### config.mk
export PLATFORM = sky130hd
export DESIGN_NAME = ppm_frame_decoder_unit
export DESIGN_NICKNAME = d
export VERILOG_FILES = /design/src/hw/rtl/ppmfd_pkg.sv /design/src/hw/rtl/ppmfd_ctrl.sv /design/src/hw/rtl/ppmfd_datapath.sv /design/src/hw/rtl/ppm_frame_decoder_unit.sv
export SDC_FILE = /design/constraint.sdc
export NUM_CORES = 1
export LEC_CHECK = 0
export BUFFER_PORTS_ARGS = -buffer_cell sky130_fd_sc_hd__buf_2
export CORE_ASPECT_RATIO = 1.1
export CORE_MARGIN = 5
export CORE_UTILIZATION = 45
export CTS_CLUSTER_SIZE = 40
export DETAILED_ROUTE_END_ITERATION = 10
export GPL_TIMING_DRIVEN = 0
export PLACE_DENSITY = 0.68
export SLEW_MARGIN = 40
export SYNTH_ARGS = -nofsm -noshare
export SYNTH_HDL_FRONTEND = slang
export SYNTH_SLANG_ARGS = --single-unit
### constraint.sdc
create_clock -name i_clk -period 5.9 [get_ports i_clk]
set_input_delay 1.18 -clock i_clk [delete_from_list [all_inputs] [get_ports i_clk]]
set_output_delay 1.18 -clock i_clk [all_outputs]
set_load 0.01 [all_outputs]
### src/hw/rtl/ppmfd_pkg.sv
`timescale 1ns / 1ps

package ppmfd_pkg;

    localparam int TICK_W     = 16;
    localparam int SCALE_W    = 24;
    localparam int PROD_W     = TICK_W + SCALE_W;
    localparam int US_W       = 11;
    localparam int CH_IDX_W   = 3;
    localparam int CH_CNT_W   = 4;
    localparam int CFG_IDX_W  = 2;
    localparam int CFG_DATA_W = 24;

    localparam logic [US_W-1:0] US_MIN = 11'd1000;
    localparam logic [US_W-1:0] US_MAX = 11'd2000;

    localparam logic [TICK_W-1:0]  LOW_GAP_RST  = 16'd900;
    localparam logic [TICK_W-1:0]  HIGH_GAP_RST = 16'd2100;
    localparam logic [SCALE_W-1:0] SCALE_RST    = 24'd65536;

    // register indexes on the configuration port
    localparam logic [CFG_IDX_W-1:0] CFG_LOW_GAP  = 2'd0;
    localparam logic [CFG_IDX_W-1:0] CFG_HIGH_GAP = 2'd1;
    localparam logic [CFG_IDX_W-1:0] CFG_SCALE    = 2'd2;

    typedef enum logic [2:0] {
        S_IDLE,
        S_CLASSIFY,
        S_READ,
        S_MUL,
        S_PUSH
    } t_state;

    typedef struct packed {
        logic load_in;
        logic commit;
        logic mem_rd;
        logic mul;
        logic push;
    } t_dp_cmd;

    typedef struct packed {
        logic start_emit;
        logic last_chan;
        logic out_free;
    } t_dp_status;

endpackage

### src/hw/rtl/ppmfd_ctrl.sv
`timescale 1ns / 1ps

module ppmfd_ctrl
    import ppmfd_pkg::*;
(
    input  logic       i_clk,
    input  logic       i_rst_n,
    input  logic       i_in_valid,
    input  t_dp_status i_status,
    output t_dp_cmd    o_cmd,
    output logic       o_in_stall
);

    t_state r_state;
    t_state n_state;

    always_ff @(posedge i_clk) begin
        if (!i_rst_n) begin
            r_state <= S_IDLE;
        end else begin
            r_state <= n_state;
        end
    end

    always_comb begin
        n_state    = r_state;
        o_cmd      = '0;
        o_in_stall = 1'b1;
        case (r_state)
            S_IDLE: begin
                o_in_stall = 1'b0;
                if (i_in_valid) begin
                    o_cmd.load_in = 1'b1;
                    n_state       = S_CLASSIFY;
                end
            end
            S_CLASSIFY: begin
                o_cmd.commit = 1'b1;
                n_state      = i_status.start_emit ? S_READ : S_IDLE;
            end
            S_READ: begin
                o_cmd.mem_rd = 1'b1;
                n_state      = S_MUL;
            end
            S_MUL: begin
                o_cmd.mul = 1'b1;
                n_state   = S_PUSH;
            end
            S_PUSH: begin
                // hold until the output register can take the channel
                if (i_status.out_free) begin
                    o_cmd.push = 1'b1;
                    n_state    = i_status.last_chan ? S_IDLE : S_READ;
                end
            end
            default: begin
                n_state = S_IDLE;
            end
        endcase
    end

endmodule

### src/hw/rtl/ppmfd_datapath.sv
`timescale 1ns / 1ps

module ppmfd_datapath
    import ppmfd_pkg::*;
#(
    parameter int MAX_CHANNELS = 8
) (
    input  logic                  i_clk,
    input  logic                  i_rst_n,
    input  logic                  i_cfg_wr_en,
    input  logic [CFG_IDX_W-1:0]  i_cfg_index,
    input  logic [CFG_DATA_W-1:0] i_cfg_data,
    input  logic [TICK_W-1:0]     i_capture_time,
    input  logic                  i_reader_busy,
    input  t_dp_cmd               i_cmd,
    output t_dp_status            o_status,
    input  logic                  i_out_stall,
    output logic                  o_out_valid,
    output logic [CH_IDX_W-1:0]   o_channel_index,
    output logic [US_W-1:0]       o_channel_us,
    output logic [CH_CNT_W-1:0]   o_channel_count,
    output logic                  o_last_in_frame
);

    localparam int SLOT_W = $clog2(MAX_CHANNELS + 1);
    localparam int IDX_W  = (MAX_CHANNELS > 1) ? $clog2(MAX_CHANNELS) : 1;

    logic [TICK_W-1:0]  r_low_gap;
    logic [TICK_W-1:0]  r_high_gap;
    logic [SCALE_W-1:0] r_scale;

    logic [TICK_W-1:0]  r_prev;
    logic [TICK_W-1:0]  r_now;
    logic               r_busy;
    logic [SLOT_W-1:0]  r_slot;
    logic [SLOT_W-1:0]  r_frame_channels;
    logic [SLOT_W-1:0]  r_emit;

    logic [TICK_W-1:0]  r_pulse_mem [MAX_CHANNELS];
    logic [TICK_W-1:0]  r_rd_data;
    logic [PROD_W-1:0]  r_prod;

    logic               r_out_valid;
    logic [CH_IDX_W-1:0] r_out_index;
    logic [US_W-1:0]    r_out_us;
    logic [CH_CNT_W-1:0] r_out_count;
    logic               r_out_last;

    logic [TICK_W-1:0]  w_gap;
    logic               w_is_pulse;
    logic               w_slot_free;
    logic [SLOT_W-1:0]  w_emit_inc;
    logic [PROD_W-TICK_W-1:0] w_us_raw;
    logic [US_W-1:0]    w_us;

    always_ff @(posedge i_clk) begin
        if (!i_rst_n) begin
            r_low_gap  <= LOW_GAP_RST;
            r_high_gap <= HIGH_GAP_RST;
            r_scale    <= SCALE_RST;
        end else if (i_cfg_wr_en) begin
            case (i_cfg_index)
                CFG_LOW_GAP:  r_low_gap  <= i_cfg_data[TICK_W-1:0];
                CFG_HIGH_GAP: r_high_gap <= i_cfg_data[TICK_W-1:0];
                CFG_SCALE:    r_scale    <= i_cfg_data[SCALE_W-1:0];
                default: begin
                end
            endcase
        end
    end

    // wraps modulo 2^16
    assign w_gap       = r_now - r_prev;
    assign w_is_pulse  = (w_gap > r_low_gap) && (w_gap < r_high_gap);
    assign w_slot_free = r_slot < SLOT_W'(MAX_CHANNELS);
    assign w_emit_inc  = r_emit + SLOT_W'(1);

    always_ff @(posedge i_clk) begin
        if (i_cmd.load_in) begin
            r_now  <= i_capture_time;
            r_busy <= i_reader_busy;
        end
    end

    always_ff @(posedge i_clk) begin
        if (!i_rst_n) begin
            r_prev           <= '0;
            r_slot           <= '0;
            r_frame_channels <= '0;
            r_emit           <= '0;
        end else begin
            if (i_cmd.commit) begin
                r_prev <= r_now;
                r_emit <= '0;
                if (w_is_pulse) begin
                    if (w_slot_free) begin
                        r_slot <= r_slot + SLOT_W'(1);
                    end
                end else begin
                    if (r_slot != '0) begin
                        r_frame_channels <= r_slot;
                    end
                    r_slot <= '0;
                end
            end
            if (i_cmd.push) begin
                r_emit <= w_emit_inc;
            end
        end
    end

    // pulse store: one write port at commit, one registered read port
    always_ff @(posedge i_clk) begin
        if (i_cmd.commit && w_is_pulse && w_slot_free) begin
            r_pulse_mem[r_slot[IDX_W-1:0]] <= w_gap;
        end
        if (i_cmd.mem_rd) begin
            r_rd_data <= r_pulse_mem[r_emit[IDX_W-1:0]];
        end
    end

    always_ff @(posedge i_clk) begin
        if (i_cmd.mul) begin
            r_prod <= PROD_W'(r_rd_data) * PROD_W'(r_scale);
        end
    end

    assign w_us_raw = r_prod[PROD_W-1:TICK_W];

    always_comb begin
        if (w_us_raw < (PROD_W-TICK_W)'(US_MIN)) begin
            w_us = US_MIN;
        end else if (w_us_raw > (PROD_W-TICK_W)'(US_MAX)) begin
            w_us = US_MAX;
        end else begin
            w_us = w_us_raw[US_W-1:0];
        end
    end

    always_ff @(posedge i_clk) begin
        if (!i_rst_n) begin
            r_out_valid <= 1'b0;
        end else if (i_cmd.push) begin
            r_out_valid <= 1'b1;
        end else if (!i_out_stall) begin
            r_out_valid <= 1'b0;
        end
    end

    always_ff @(posedge i_clk) begin
        if (i_cmd.push) begin
            r_out_index <= CH_IDX_W'(r_emit);
            r_out_us    <= w_us;
            r_out_count <= CH_CNT_W'(r_frame_channels);
            r_out_last  <= (w_emit_inc == r_frame_channels);
        end
    end

    assign o_status.start_emit = !w_is_pulse && (r_slot != '0) && !r_busy;
    assign o_status.last_chan  = (w_emit_inc == r_frame_channels);
    assign o_status.out_free   = !r_out_valid || !i_out_stall;

    assign o_out_valid     = r_out_valid;
    assign o_channel_index = r_out_index;
    assign o_channel_us    = r_out_us;
    assign o_channel_count = r_out_count;
    assign o_last_in_frame = r_out_last;

endmodule

### src/hw/rtl/ppm_frame_decoder_unit.sv
`timescale 1ns / 1ps

// PPM frame decoder.
// Input channel (i_in_valid / o_in_stall): one timer capture per transfer,
// with the reader-busy flag. Gaps inside the configured tick window are
// channel pulses; any other gap is a sync that closes the frame.
// Output channel (o_out_valid / i_out_stall): one transfer per published
// channel, in slot order, with index, width in us, count and last flag.
// Configuration: write-only port, register 0 low gap, 1 high gap,
// 2 us-per-tick in Q8.16. Write only while the block is idle.
// Sequence: each capture is loaded, then classified. A sync that
// publishes channels then passes each one through the read, multiply
// and push states in turn; a push waits for a free output register. Each
// channel goes through the shared store read, multiply and clamp steps.
// The next capture is taken as soon as the last channel sits in the
// output register, even if that channel is still waiting.
// A stall on the output holds the current channel and pauses the frame.
// Reset (synchronous, active low) restores the register defaults and
// clears the previous capture and channel counts; no clearing pass.

module ppm_frame_decoder_unit
    import ppmfd_pkg::*;
#(
    parameter int MAX_CHANNELS = 8
) (
    input  logic                  i_clk,
    input  logic                  i_rst_n,
    input  logic                  i_cfg_wr_en,
    input  logic [CFG_IDX_W-1:0]  i_cfg_index,
    input  logic [CFG_DATA_W-1:0] i_cfg_data,
    input  logic                  i_in_valid,
    output logic                  o_in_stall,
    input  logic [TICK_W-1:0]     i_capture_time,
    input  logic                  i_reader_busy,
    output logic                  o_out_valid,
    input  logic                  i_out_stall,
    output logic [CH_IDX_W-1:0]   o_channel_index,
    output logic [US_W-1:0]       o_channel_us,
    output logic [CH_CNT_W-1:0]   o_channel_count,
    output logic                  o_last_in_frame
);

    t_dp_cmd    w_cmd;
    t_dp_status w_status;

    ppmfd_ctrl u_ctrl (
        .i_clk      (i_clk),
        .i_rst_n    (i_rst_n),
        .i_in_valid (i_in_valid),
        .i_status   (w_status),
        .o_cmd      (w_cmd),
        .o_in_stall (o_in_stall)
    );

    ppmfd_datapath #(
        .MAX_CHANNELS (MAX_CHANNELS)
    ) u_datapath (
        .i_clk           (i_clk),
        .i_rst_n         (i_rst_n),
        .i_cfg_wr_en     (i_cfg_wr_en),
        .i_cfg_index     (i_cfg_index),
        .i_cfg_data      (i_cfg_data),
        .i_capture_time  (i_capture_time),
        .i_reader_busy   (i_reader_busy),
        .i_cmd           (w_cmd),
        .o_status        (w_status),
        .i_out_stall     (i_out_stall),
        .o_out_valid     (o_out_valid),
        .o_channel_index (o_channel_index),
        .o_channel_us    (o_channel_us),
        .o_channel_count (o_channel_count),
        .o_last_in_frame (o_last_in_frame)
    );

    a_busy_after_capture: assert property (@(posedge i_clk) disable iff (!i_rst_n)
        (i_in_valid && !o_in_stall) |=> o_in_stall)
        else $error("input not stalled while a capture is processed");

    a_push_while_stalled: assert property (@(posedge i_clk) disable iff (!i_rst_n)
        w_cmd.push |-> o_in_stall)
        else $error("channel published while input open");

    a_push_sets_valid: assert property (@(posedge i_clk) disable iff (!i_rst_n)
        w_cmd.push |=> o_out_valid)
        else $error("published channel not presented");

    a_us_clamped: assert property (@(posedge i_clk) disable iff (!i_rst_n)
        o_out_valid |-> (o_channel_us >= US_MIN) && (o_channel_us <= US_MAX))
        else $error("channel width outside clamp range");

endmodule
### Word-level counts from Yosys, hierarchy flattened

Memory sizes are Yosys's and may differ from the RTL's. A register that Yosys moved wholly into a read port is not among the register bits.
Cells that the tools add are included.

| storage, ports and cells | value |
|---|---|
| register bits after elaboration | 164 |
| latch bits | 0 |
| bits in writable memories | 128 |
| bits in read-only memories | 0 |
| input bits | 48 |
| output and inout port bits | 21 |
| logic and storage cells | 82 |
| memories kept | 1 |

| cells by class | value |
|---|---|
| $add $sub $neg | 3 |
| $mul | 1 |
| div/mod/pow operators | 0 |
| $lt $le $gt $ge | 5 |
| equal/unequal tests | 11 |
| shift operators | 0 |
| muxes and demuxes | 22 |
| bitwise logic cells | 1 |
| reductions and logical operators | 21 |

Memories:

| name | words | bits a word | read ports | clocked after memory_dff | write ports | line | text |
|---|---|---|---|---|---|---|---|
| u_datapath.r_pulse_mem | 8 | 16 | 1 | 1 | 1 | ppmfd_datapath.sv:39 | `logic [TICK_W-1:0] r_pulse_mem [MAX_CHANNELS];` |

Operator list:

| kind | count |
|---|---|
| $mul 16x24->40 | 1 |
| $gt 24x11->1 const B | 1 |
| $lt 24x10->1 const B | 1 |
| $gt 16x16->1 | 1 |
| $lt 16x16->1 | 1 |
| $mux 4 | 4 |
| $sub 16x16->16 | 1 |
| $pmux 3 s5 | 1 |
| $mux 1 | 12 |
| $mux 11 | 1 |
| $reduce_and 2->1 | 5 |
| $add 4x1->4 const B | 2 |
| $eq 3x2->1 const B | 2 |
| $mux 3 | 2 |
| $logic_and 1x1->1 | 5 |
| $eq 4x4->1 | 1 |
| $logic_not 1->1 | 4 |
| $lt 4x4->1 const B | 1 |
| $mux 2 | 2 |
| $ne 2x1->1 const B | 2 |
| $ne 2x2->1 const B | 2 |
| $reduce_bool 4->1 | 1 |
| $eq 3x1->1 const B | 1 |
| $eq 3x3->1 const B | 1 |
| 9 further kinds | 9 |

### Logic depth before layout (Yosys ltp)

Gate-level depths: netlist of the first run.

| depth | value |
|---|---|
| depth after elaboration | 8 |
| gate-level depth with buffers | 24 |
| depth with buffers taken out | 23 |

### Cells and area by module

From an unflattened synthesis of the first run, not the netlist that was laid out.

| unflattened totals | value |
|---|---|
| cell total of the unflattened synthesis | 2235 |
| area total of the unflattened synthesis | 23968.0 µm² |

By module, submodules not included:

| module | times used | cells each | area an instance (µm²) |
|---|---|---|---|
| ppmfd_datapath | 1 | 2213 | 23764.0 |
| ppmfd_ctrl | 1 | 22 | 203.9 |

### Worst setup path before layout of the first run

Ideal clock, no wire load.

| timing | value |
|---|---|
| path type | register -> register |
| from | reg u_datapath.r_scale[10] |
| to | reg u_datapath.r_prod[22] (data pin) |
| library setup time | 0.262 ns |
| arrival | 5.637 ns |
| data required time | 5.638 ns |
| setup slack | 0.000 ns |
| stages on the path, launching flop included | 25 |
| buffers on the path | 2 |
| period minus slack after synthesis | 5.900 ns |
| cells stage by stage | dfxtp_1 > clkbuf_1 > clkbuf_1 > nand2_1 > fa_1 > inv_1 > fa_1 > inv_1 > fa_1 > inv_1 > fa_1 > fa_1 > inv_1 > fa_1 > inv_1 > ha_1 > nand3_1 > nand2_1 > a221o_1 > a21oi_2 > nand2_1 > a21o_1 > a21oi_2 > o21bai_1 > xor2_1 |

| between the ends | value |
|---|---|
| longest elaborated chain between the ends | 1 |

Ends and longest elaborated chain:

| what | line | text |
|---|---|---|
| start: declaration | ppmfd_datapath.sv:30 | `logic [SCALE_W-1:0] r_scale;` |
| start signal: assignment | ppmfd_datapath.sv:65 | `CFG_SCALE: r_scale <= i_cfg_data[SCALE_W-1:0];` |
| $mul 16x24->40 | ppmfd_datapath.sv:124 | `r_prod <= PROD_W'(r_rd_data) * PROD_W'(r_scale);` |
| end signal: assignment | ppmfd_datapath.sv:124 |  |
| end: declaration | ppmfd_datapath.sv:41 | `logic [PROD_W-1:0] r_prod;` |

Every way passes these cells.
A chain may end at the register's enable or synchronous reset.

### Worst setup path in the final report of the first run

| timing | value |
|---|---|
| from | reg u_datapath.r_rd_data[6], read port of u_datapath.r_pulse_mem |
| to | reg u_datapath.r_prod[38] (data pin) |

| between the ends | value |
|---|---|
| longest elaborated chain between the ends | 1 |

Ends and longest elaborated chain:

| what | line | text |
|---|---|---|
| start: declaration | ppmfd_datapath.sv:40 | `logic [TICK_W-1:0] r_rd_data;` |
| $mul 16x24->40 | ppmfd_datapath.sv:124 |  |

Every way passes these cells.

==> out/results.tsv, run 1 <==
metric	value	unit
numCtsBuffers	31	
criticalPathCategory	reg2reg	
grt_first_pass_wirelength	95400	um
maxSlewViolCount	0	
synthCells	2274	
worstPathRequired	6.21	ns
path_clk_slew	0.06	ns
synth_seq_cells	292	
vdd_ir_drop_max	0.212	mV
min_period	6.17	ns
overflow	0	
rows	88	
netlist-cell-type-count	61	
slowest_stage	fa_2	
die_area	0.0581	mm2
power	5.52	mW
synthesis.nets	2786	
start_util	45.6	%
worst_setup_path_start_kind	flip-flop	
root_buffer	clkbuf_16	
power.density	201	mW/mm2
power_leakage	11.8	nW
rsz0062_at_grt	true	
gp_congestion	0.945	
clk_latency	0.58	ns
synth_flop_cell	edfxtp_1	
drc	0	
dpl_cell_area	0.0254	mm2
cp_top_family	adder cells	
first_pass_iters	5	
fmax	0.162	GHz
io_pins	69	
syn_area_per_cell	10.6	um2
cp_common_cell	fa_1	
grt_pass1_vias	17700	
routedWlPerCell	19.1	um
finalInstanceArea	0.0275	mm2
max-slew-margin-rel	42.8	%
tightest_slew	0.858	ns
outcome	finished, violations left	
path_cells	clkbuf_8 -> and2_4 -> fa_1 -> inv_2 -> fa_2 -> fa_1 -> fa_1 -> inv_1 -> fa_1 -> fa_2 -> ha_4 -> nand2_4 -> nor2_4 -> nand3_4 -> a21o_4 -> a21oi_4 -> o21bai_4 -> a211o_1 -> a31oi_2 -> xnor2_1	
drive_gt1_share	16.5	%
ys_top_cells_by_area	edfxtp_1 26%, fa_1 26%, ha_1 8.2%	
cp_data_arrival_time	6.48	ns
cts_tree	done	
cp-end-kind	flip-flop	
fp.coreArea	0.0526	mm2
clock-sinks	292	
htreeDepth	1	
nNetsFinal	2937	
die_w	230	um
clockBufferDepth	3	
num_vias	16500	
crit_fanout	6	
dr.first_iter.drc_count	1143	
maxCapViolations	0	
ant_nets	0	
synth-edff-count	204	
synth_top_area_share	25.5	%
hold_viol_final	0	
violations	negative setup slack	
dp.final_hpwl	47300	um
antenna_found_initial	0	
nFillCells	4578	
slowest_delay	0.58	ns
async_flop_share	0	%
grt_start_max_net_pins	26	
ys.warnings.count	0	
synth_area_leader_cell	edfxtp_1	
track_usage	20.7	%
diodes	0	
ys_seq_area_share	32.9	%
io_buffers	67	
vias_per_cell	5.27	
min_period_over_period	105	%
setup_viol	17	
fin_skew	0.0236	ns
drt-total-wl	59500	um
synth_common_cells	408 x inv_1, 394 x nand2_1, 306 x fa_1, 204 x edfxtp_1, 172 x and2_1	
syn_area	0.0240	mm2
crit_buf_inv	3	
hp-class	reg2reg	
die_h	252	um
syn_to_final_growth	14.6	%
layout_setup_ws	-0.270	ns
synth_most_common_cell	inv_1	
power by group:
part | internal (mW) | switching, mW | leakage [nW] | total, mW
clock | 1.09 | 0.800 | 0.486 | 1.89
combinational | 0.540 | 0.769 | 8.75 | 1.31
sequential | 2.29 | 0.0283 | 2.56 | 2.32
total | 3.92 | 1.60 | 11.8 | 5.52
cell type report:
class,count,area [um2],area share [%]
tap,675,845,3.07
multi-input combinational,1480,14800,53.9
clock inverter,14,110,0.400
timing repair buffer,120,743,2.70
sequential,292,7910,28.8
clock buffer,44,886,3.22
buffer,92,646,2.35
inverter,408,1530,5.57
what timing repair did:
| action | 4_1_cts | 5_1_grt |
|---|---|---|
| setup endpoints to repair | 95 | 97 |
| hold buffers | 0 | 0 |
| setup buffers | 35 | 7 |
| resized for setup | 194 | 51 |
| pin swaps | 57 | 25 |
routing by layer:
layer	part of all wire (%)	global-route usage, %	up-vias
met5	0	0	-
met4	3.7	6.99	0
met3	6.1	3.06	110
met2	51	37.4	530
met1	39	25.6	8288
li1	-	-	7548
cells by family (layout without fill, tap and decap cells):
| family | count (synthesis) | after routing | synth area share, % |
|---|---|---|---|
| XOR/XNOR | 42 | 42 | 1.53 |
| multiplexers | 49 | 49 | 3.80 |
| flip-flops | 292 | 292 | 32.9 |
| AO/OA/AOI/OAI | 210 | 210 | 6.08 |
| buffers and inverters | 502 | 678 | 7.87 |
| AND/OR/NAND/NOR | 715 | 715 | 14.1 |
| adder cells (fa/ha/maj) | 464 | 464 | 33.8 |
stage by stage:
stage                     std cells  TNS (ns)  utilization, %  worst slack [ns]  hold slack (ns)
after floorplan                2274         0               -          0.000365            0.429
after global placement         3016   -145.81            47.8             -2.16            0.451
after detailed placement       3029    -32.16            48.2             -1.44            0.458
after CTS                      3119     -2.18            51.9            -0.233            0.466
after global routing           3125     -6.23            52.3            -0.407            0.488
final                          3125     -2.64            52.3            -0.270            0.463
registers in the layout, summed over array words and instances, names as in the netlist:
| signal | flops |
|---|---|
| u_datapath.r_emit | 4 |
| u_datapath.r_rd_data | 16 |
| u_datapath.r_frame_channels | 4 |
| u_ctrl.r_state | 3 |
| u_datapath.r_slot | 4 |
| u_datapath.o_channel_count | 4 |
| u_datapath.r_low_gap | 16 |
| u_datapath.o_last_in_frame | 1 |
| u_datapath.r_high_gap | 16 |
| u_datapath.r_now | 16 |
| u_datapath.o_out_valid | 1 |
| u_datapath.r_pulse_mem | 128 |
| u_datapath.r_prod | 24 |
| u_datapath.r_prev | 16 |
| u_datapath.r_scale | 24 |
| u_datapath.o_channel_us | 11 |
| u_datapath.o_channel_index | 3 |
| u_datapath.r_busy | 1 |
layout by cell type (no fill, tap or decap), drive strengths merged, types with 6 or more instances in the layout:
master / netlist / routed
dfxtp: 88 / 88
and2: 172 / 172
inv: 408 / 411
mux2: 17 / 17
nand3: 27 / 27
mux4: 32 / 32
xnor2: 27 / 27
a21oi: 45 / 45
nor2: 40 / 40
buf: 4 / 135
o211ai: 12 / 12
o21a: 10 / 10
nor2b: 10 / 10
nor3: 22 / 22
clkinv: 0 / 8
nand4: 9 / 9
a21o: 17 / 17
o21ai: 24 / 24
fa: 306 / 306
a21boi: 70 / 70
a31oi: 6 / 6
ha: 158 / 158
nand2: 394 / 394
nor4: 6 / 6
edfxtp: 204 / 204
or2: 7 / 7
clkbuf: 90 / 121
xor2: 15 / 15
worst min-delay path, stage by stage, from the launching register on:
cell      delay, ns
dfxtp_1        0.31
nand2_1        0.05
a21boi_0       0.06
path summary, 6_finish.rpt:
path / depth (start not counted) / to / start / slack (ns)
min: 2 / u_datapath.r_prev[4]$_SDFFE_PN0P_ / u_datapath.r_prev[4]$_SDFFE_PN0P_ / 0.46
min reg2reg: 2 / u_datapath.r_prev[4]$_SDFFE_PN0P_ / u_datapath.r_prev[4]$_SDFFE_PN0P_ / 0.46
max: 20 / u_datapath.r_prod[38]$_DFFE_PP_ / u_datapath.r_rd_data[6]$_DFFE_PP_ / -0.27
max reg2reg: 20 / u_datapath.r_prod[38]$_DFFE_PP_ / u_datapath.r_rd_data[6]$_DFFE_PP_ / -0.27
Power figures use the tool's default switching activity.
==> inputs of run 2 (changes only) <==
- CELL_PAD_IN_SITES_DETAIL_PLACEMENT: default -> 1
- CELL_PAD_IN_SITES_GLOBAL_PLACEMENT: default -> 1
- PLACE_DENSITY: 0.68 -> 0.81
==> run 2 against run 1 <==
Compared with the run above:
- the run still ends with negative setup slack left
- via count up 4.3%
- design area is 1.0% higher
- critical path type unchanged
- clock power grew 10%
- largest cell class unchanged
- combinational power grew 9.9%
- non-clock buffer count up 11
==> out/results.tsv, run 2 (synthesis gave the netlist of run 1 again) <==
metric	value	unit	change
outcome	finished, violations left		unchanged
violations	negative setup slack		unchanged
path_clk_slew	0.06	ns	about the same
final_common_cell	inv_1		unchanged
die_area	0.0581	mm2	unchanged
syn_to_final_growth	15.8	%	was 14.6%
grt_pass1_vias	19900		was 17700
tightest_slew	0.861	ns	was 0.858 ns
die_w	230	um	unchanged
nFillCells	5683		was 4578
clock-sinks	292		unchanged
grt_first_pass_wirelength	111000	um	was 95400 um
ant_nets	0		unchanged
grt_start_max_net_pins	26		unchanged
clockBufferDepth	3		unchanged
postLayoutCoreUtil	52.8	%	was 52.3%
start_util	45.6	%	unchanged
rsz0062_at_grt	true		unchanged
overflow	0		unchanged
multi_input_area	0.0149	mm2	was 0.0148 mm2
min_period	6.26	ns	was 6.17 ns
rows	88		unchanged
finalNonFillerCells	3139		was 3125
power_leakage	11.9	nW	was 11.8 nW
max-slew-margin-rel	42.6	%	was 42.8%
setup_viol	20		was 17
vias_per_cell	5.47		was 5.27
drive_gt1_share	17.7	%	was 16.5%
layout_setup_ws	-0.358	ns	was -0.270 ns
routedWlPerCell	22.7	um	was 19.1 um
num_vias	17200		was 16500
fmax	0.160	GHz	was 0.162 GHz
cts_tree	done		unchanged
drc	0		unchanged
maxCapViolations	0		unchanged
clk_latency	0.56	ns	was 0.58 ns
crit_buf_inv	4		was 3
vdd_ir_drop_max	0.251	mV	was 0.212 mV
dp.final_hpwl	54300	um	was 47300 um
worstPathRequired	6.25	ns	was 6.21 ns
timing.hold.ws	0.466	ns	was 0.463 ns
maxSlewViolCount	0		unchanged
criticalPathCategory	reg2reg		unchanged
antenna_found_initial	0		unchanged
crit_fanout	10		was 6
cp-end-kind	flip-flop		unchanged
first_pass_iters	5		unchanged
largest_reg_flops	128		unchanged
worst_setup_path_start_kind	flip-flop		unchanged
io_buffers	67		unchanged
io_pins	69		unchanged
nNetsFinal	2951		was 2937
dpl.cell_count	3028		was 3029
cp_data_arrival_time	6.61	ns	was 6.48 ns
power.density	210	mW/mm2	was 201 mW/mm2
seqCellArea	0.00791	mm2	about the same
slowest_stage	fa_1		was fa_2
hp-class	reg2reg		unchanged
hold_viol_final	0		unchanged
fin_skew	0.0179	ns	was 0.0236 ns
layout_common_cells	396 x inv_1, 389 x nand2_1, 297 x fa_1, 204 x edfxtp_1, 165 x and2_1		was 396 x inv_1, 386 x nand2_1, 299 x fa_1, 204 x edfxtp_1, 169 x and2_1
diodes	0		unchanged
dr.first_iter.drc_count	1254		was 1143
min_period_over_period	106	%	was 105%
gp_congestion	0.946		was 0.945
cp_top_family	adder cells		unchanged
die_h	252	um	unchanged
hold_buffers	0		unchanged
path_cells	buf_2 -> nand2_1 -> fa_1 -> inv_1 -> fa_1 -> fa_1 -> fa_1 -> fa_1 -> inv_1 -> fa_1 -> inv_1 -> ha_4 -> and2_4 -> a221o_1 -> a21oi_4 -> nand2_1 -> a21o_1 -> a21oi_2 -> o21bai_2 -> xor2_1		was clkbuf_8 -> and2_4 -> fa_1 -> inv_2 -> fa_2 -> fa_1 -> fa_1 -> inv_1 -> fa_1 -> fa_2 -> ha_4 -> nand2_4 -> nor2_4 -> nand3_4 -> a21o_4 -> a21oi_4 -> o21bai_4 -> a211o_1 -> a31oi_2 -> xnor2_1
numCtsBuffers	34		was 31
track_usage	24.5	%	was 20.7%
fp.coreArea	0.0526	mm2	unchanged
root_buffer	clkbuf_16		unchanged
slowest_delay	0.60	ns	was 0.58 ns
drt-total-wl	71200	um	was 59500 um
htreeDepth	2		was 1
cp_common_cell	fa_1		unchanged
==> run 2: tightest hold or removal path, cell delays in order, from the launching register on <==
cell and delay [ns]:
dfxtp_1 0.31, nand2_1 0.05, a21boi_0 0.06
==> run 2: routing by layer <==
| layer | track usage (%) | up-vias | share of wire, % |
|---|---|---|---|
| li1 | - | 7560 | - |
| met1 | 27.5 | 8916 | 37 |
| met2 | 46.0 | 518 | 54 |
| met3 | 3.21 | 191 | 4.6 |
| met4 | 11.3 | 0 | 4.7 |
| met5 | 0 | - | 0 |
==> run 2: worst paths after layout <==
kind,startpoint,slack (ns),to,cells after the start
worst max-delay path,u_datapath.r_rd_data[12]$_DFFE_PP_,-0.36,u_datapath.r_prod[22]$_DFFE_PP_,20
worst min register to register,u_datapath.r_prev[7]$_SDFFE_PN0P_,0.47,u_datapath.r_prev[7]$_SDFFE_PN0P_,2
worst min-delay path,u_datapath.r_prev[7]$_SDFFE_PN0P_,0.47,u_datapath.r_prev[7]$_SDFFE_PN0P_,2
worst max register to register,u_datapath.r_rd_data[12]$_DFFE_PP_,-0.36,u_datapath.r_prod[22]$_DFFE_PP_,20
==> run 2: cell type report <==
cell class | count | share of cell area [%]
clock inverter | 13 | 0.603
sequential | 292 | 28.5
clock buffer | 48 | 3.29
buffer | 91 | 2.26
inverter | 408 | 5.51
tap | 675 | 3.04
multi-input combinational | 1480 | 53.8
timing repair buffer | 132 | 3.06
==> run 2: through the flow <==
stage | cell area (um2) | setup slack, ns | total power, mW | setup TNS [ns]
finish | 27800 | -0.358 | 5.85 | -4.61
CTS | 27400 | -0.340 | 5.77 | -3.12
global route | 27800 | -0.490 | 6.13 | -7.32
global placement | 25200 | -2.15 | 3.47 | -146.22
floorplan | 24000 | 0.000365 | 3.19 | 0
detailed placement | 25400 | -1.45 | 3.57 | -40.52
==> run 2: timing repair <==
| action | CTS | global route |
|---|---|---|
| buffers inserted | 34 | 18 |
| endpoints found under the hold margin | 0 | 0 |
| pin swaps | 65 | 29 |
| cloned | 2 | 0 |
| setup endpoints to repair | 113 | 106 |
| resized for setup | 210 | 57 |
==> run 2: power by group <==
| group | switching, mW | internal, mW |
|---|---|---|
| logic | 0.860 | 0.582 |
| registers | 0.0315 | 2.29 |
| clock network | 0.890 | 1.19 |
| total | 1.78 | 4.06 |
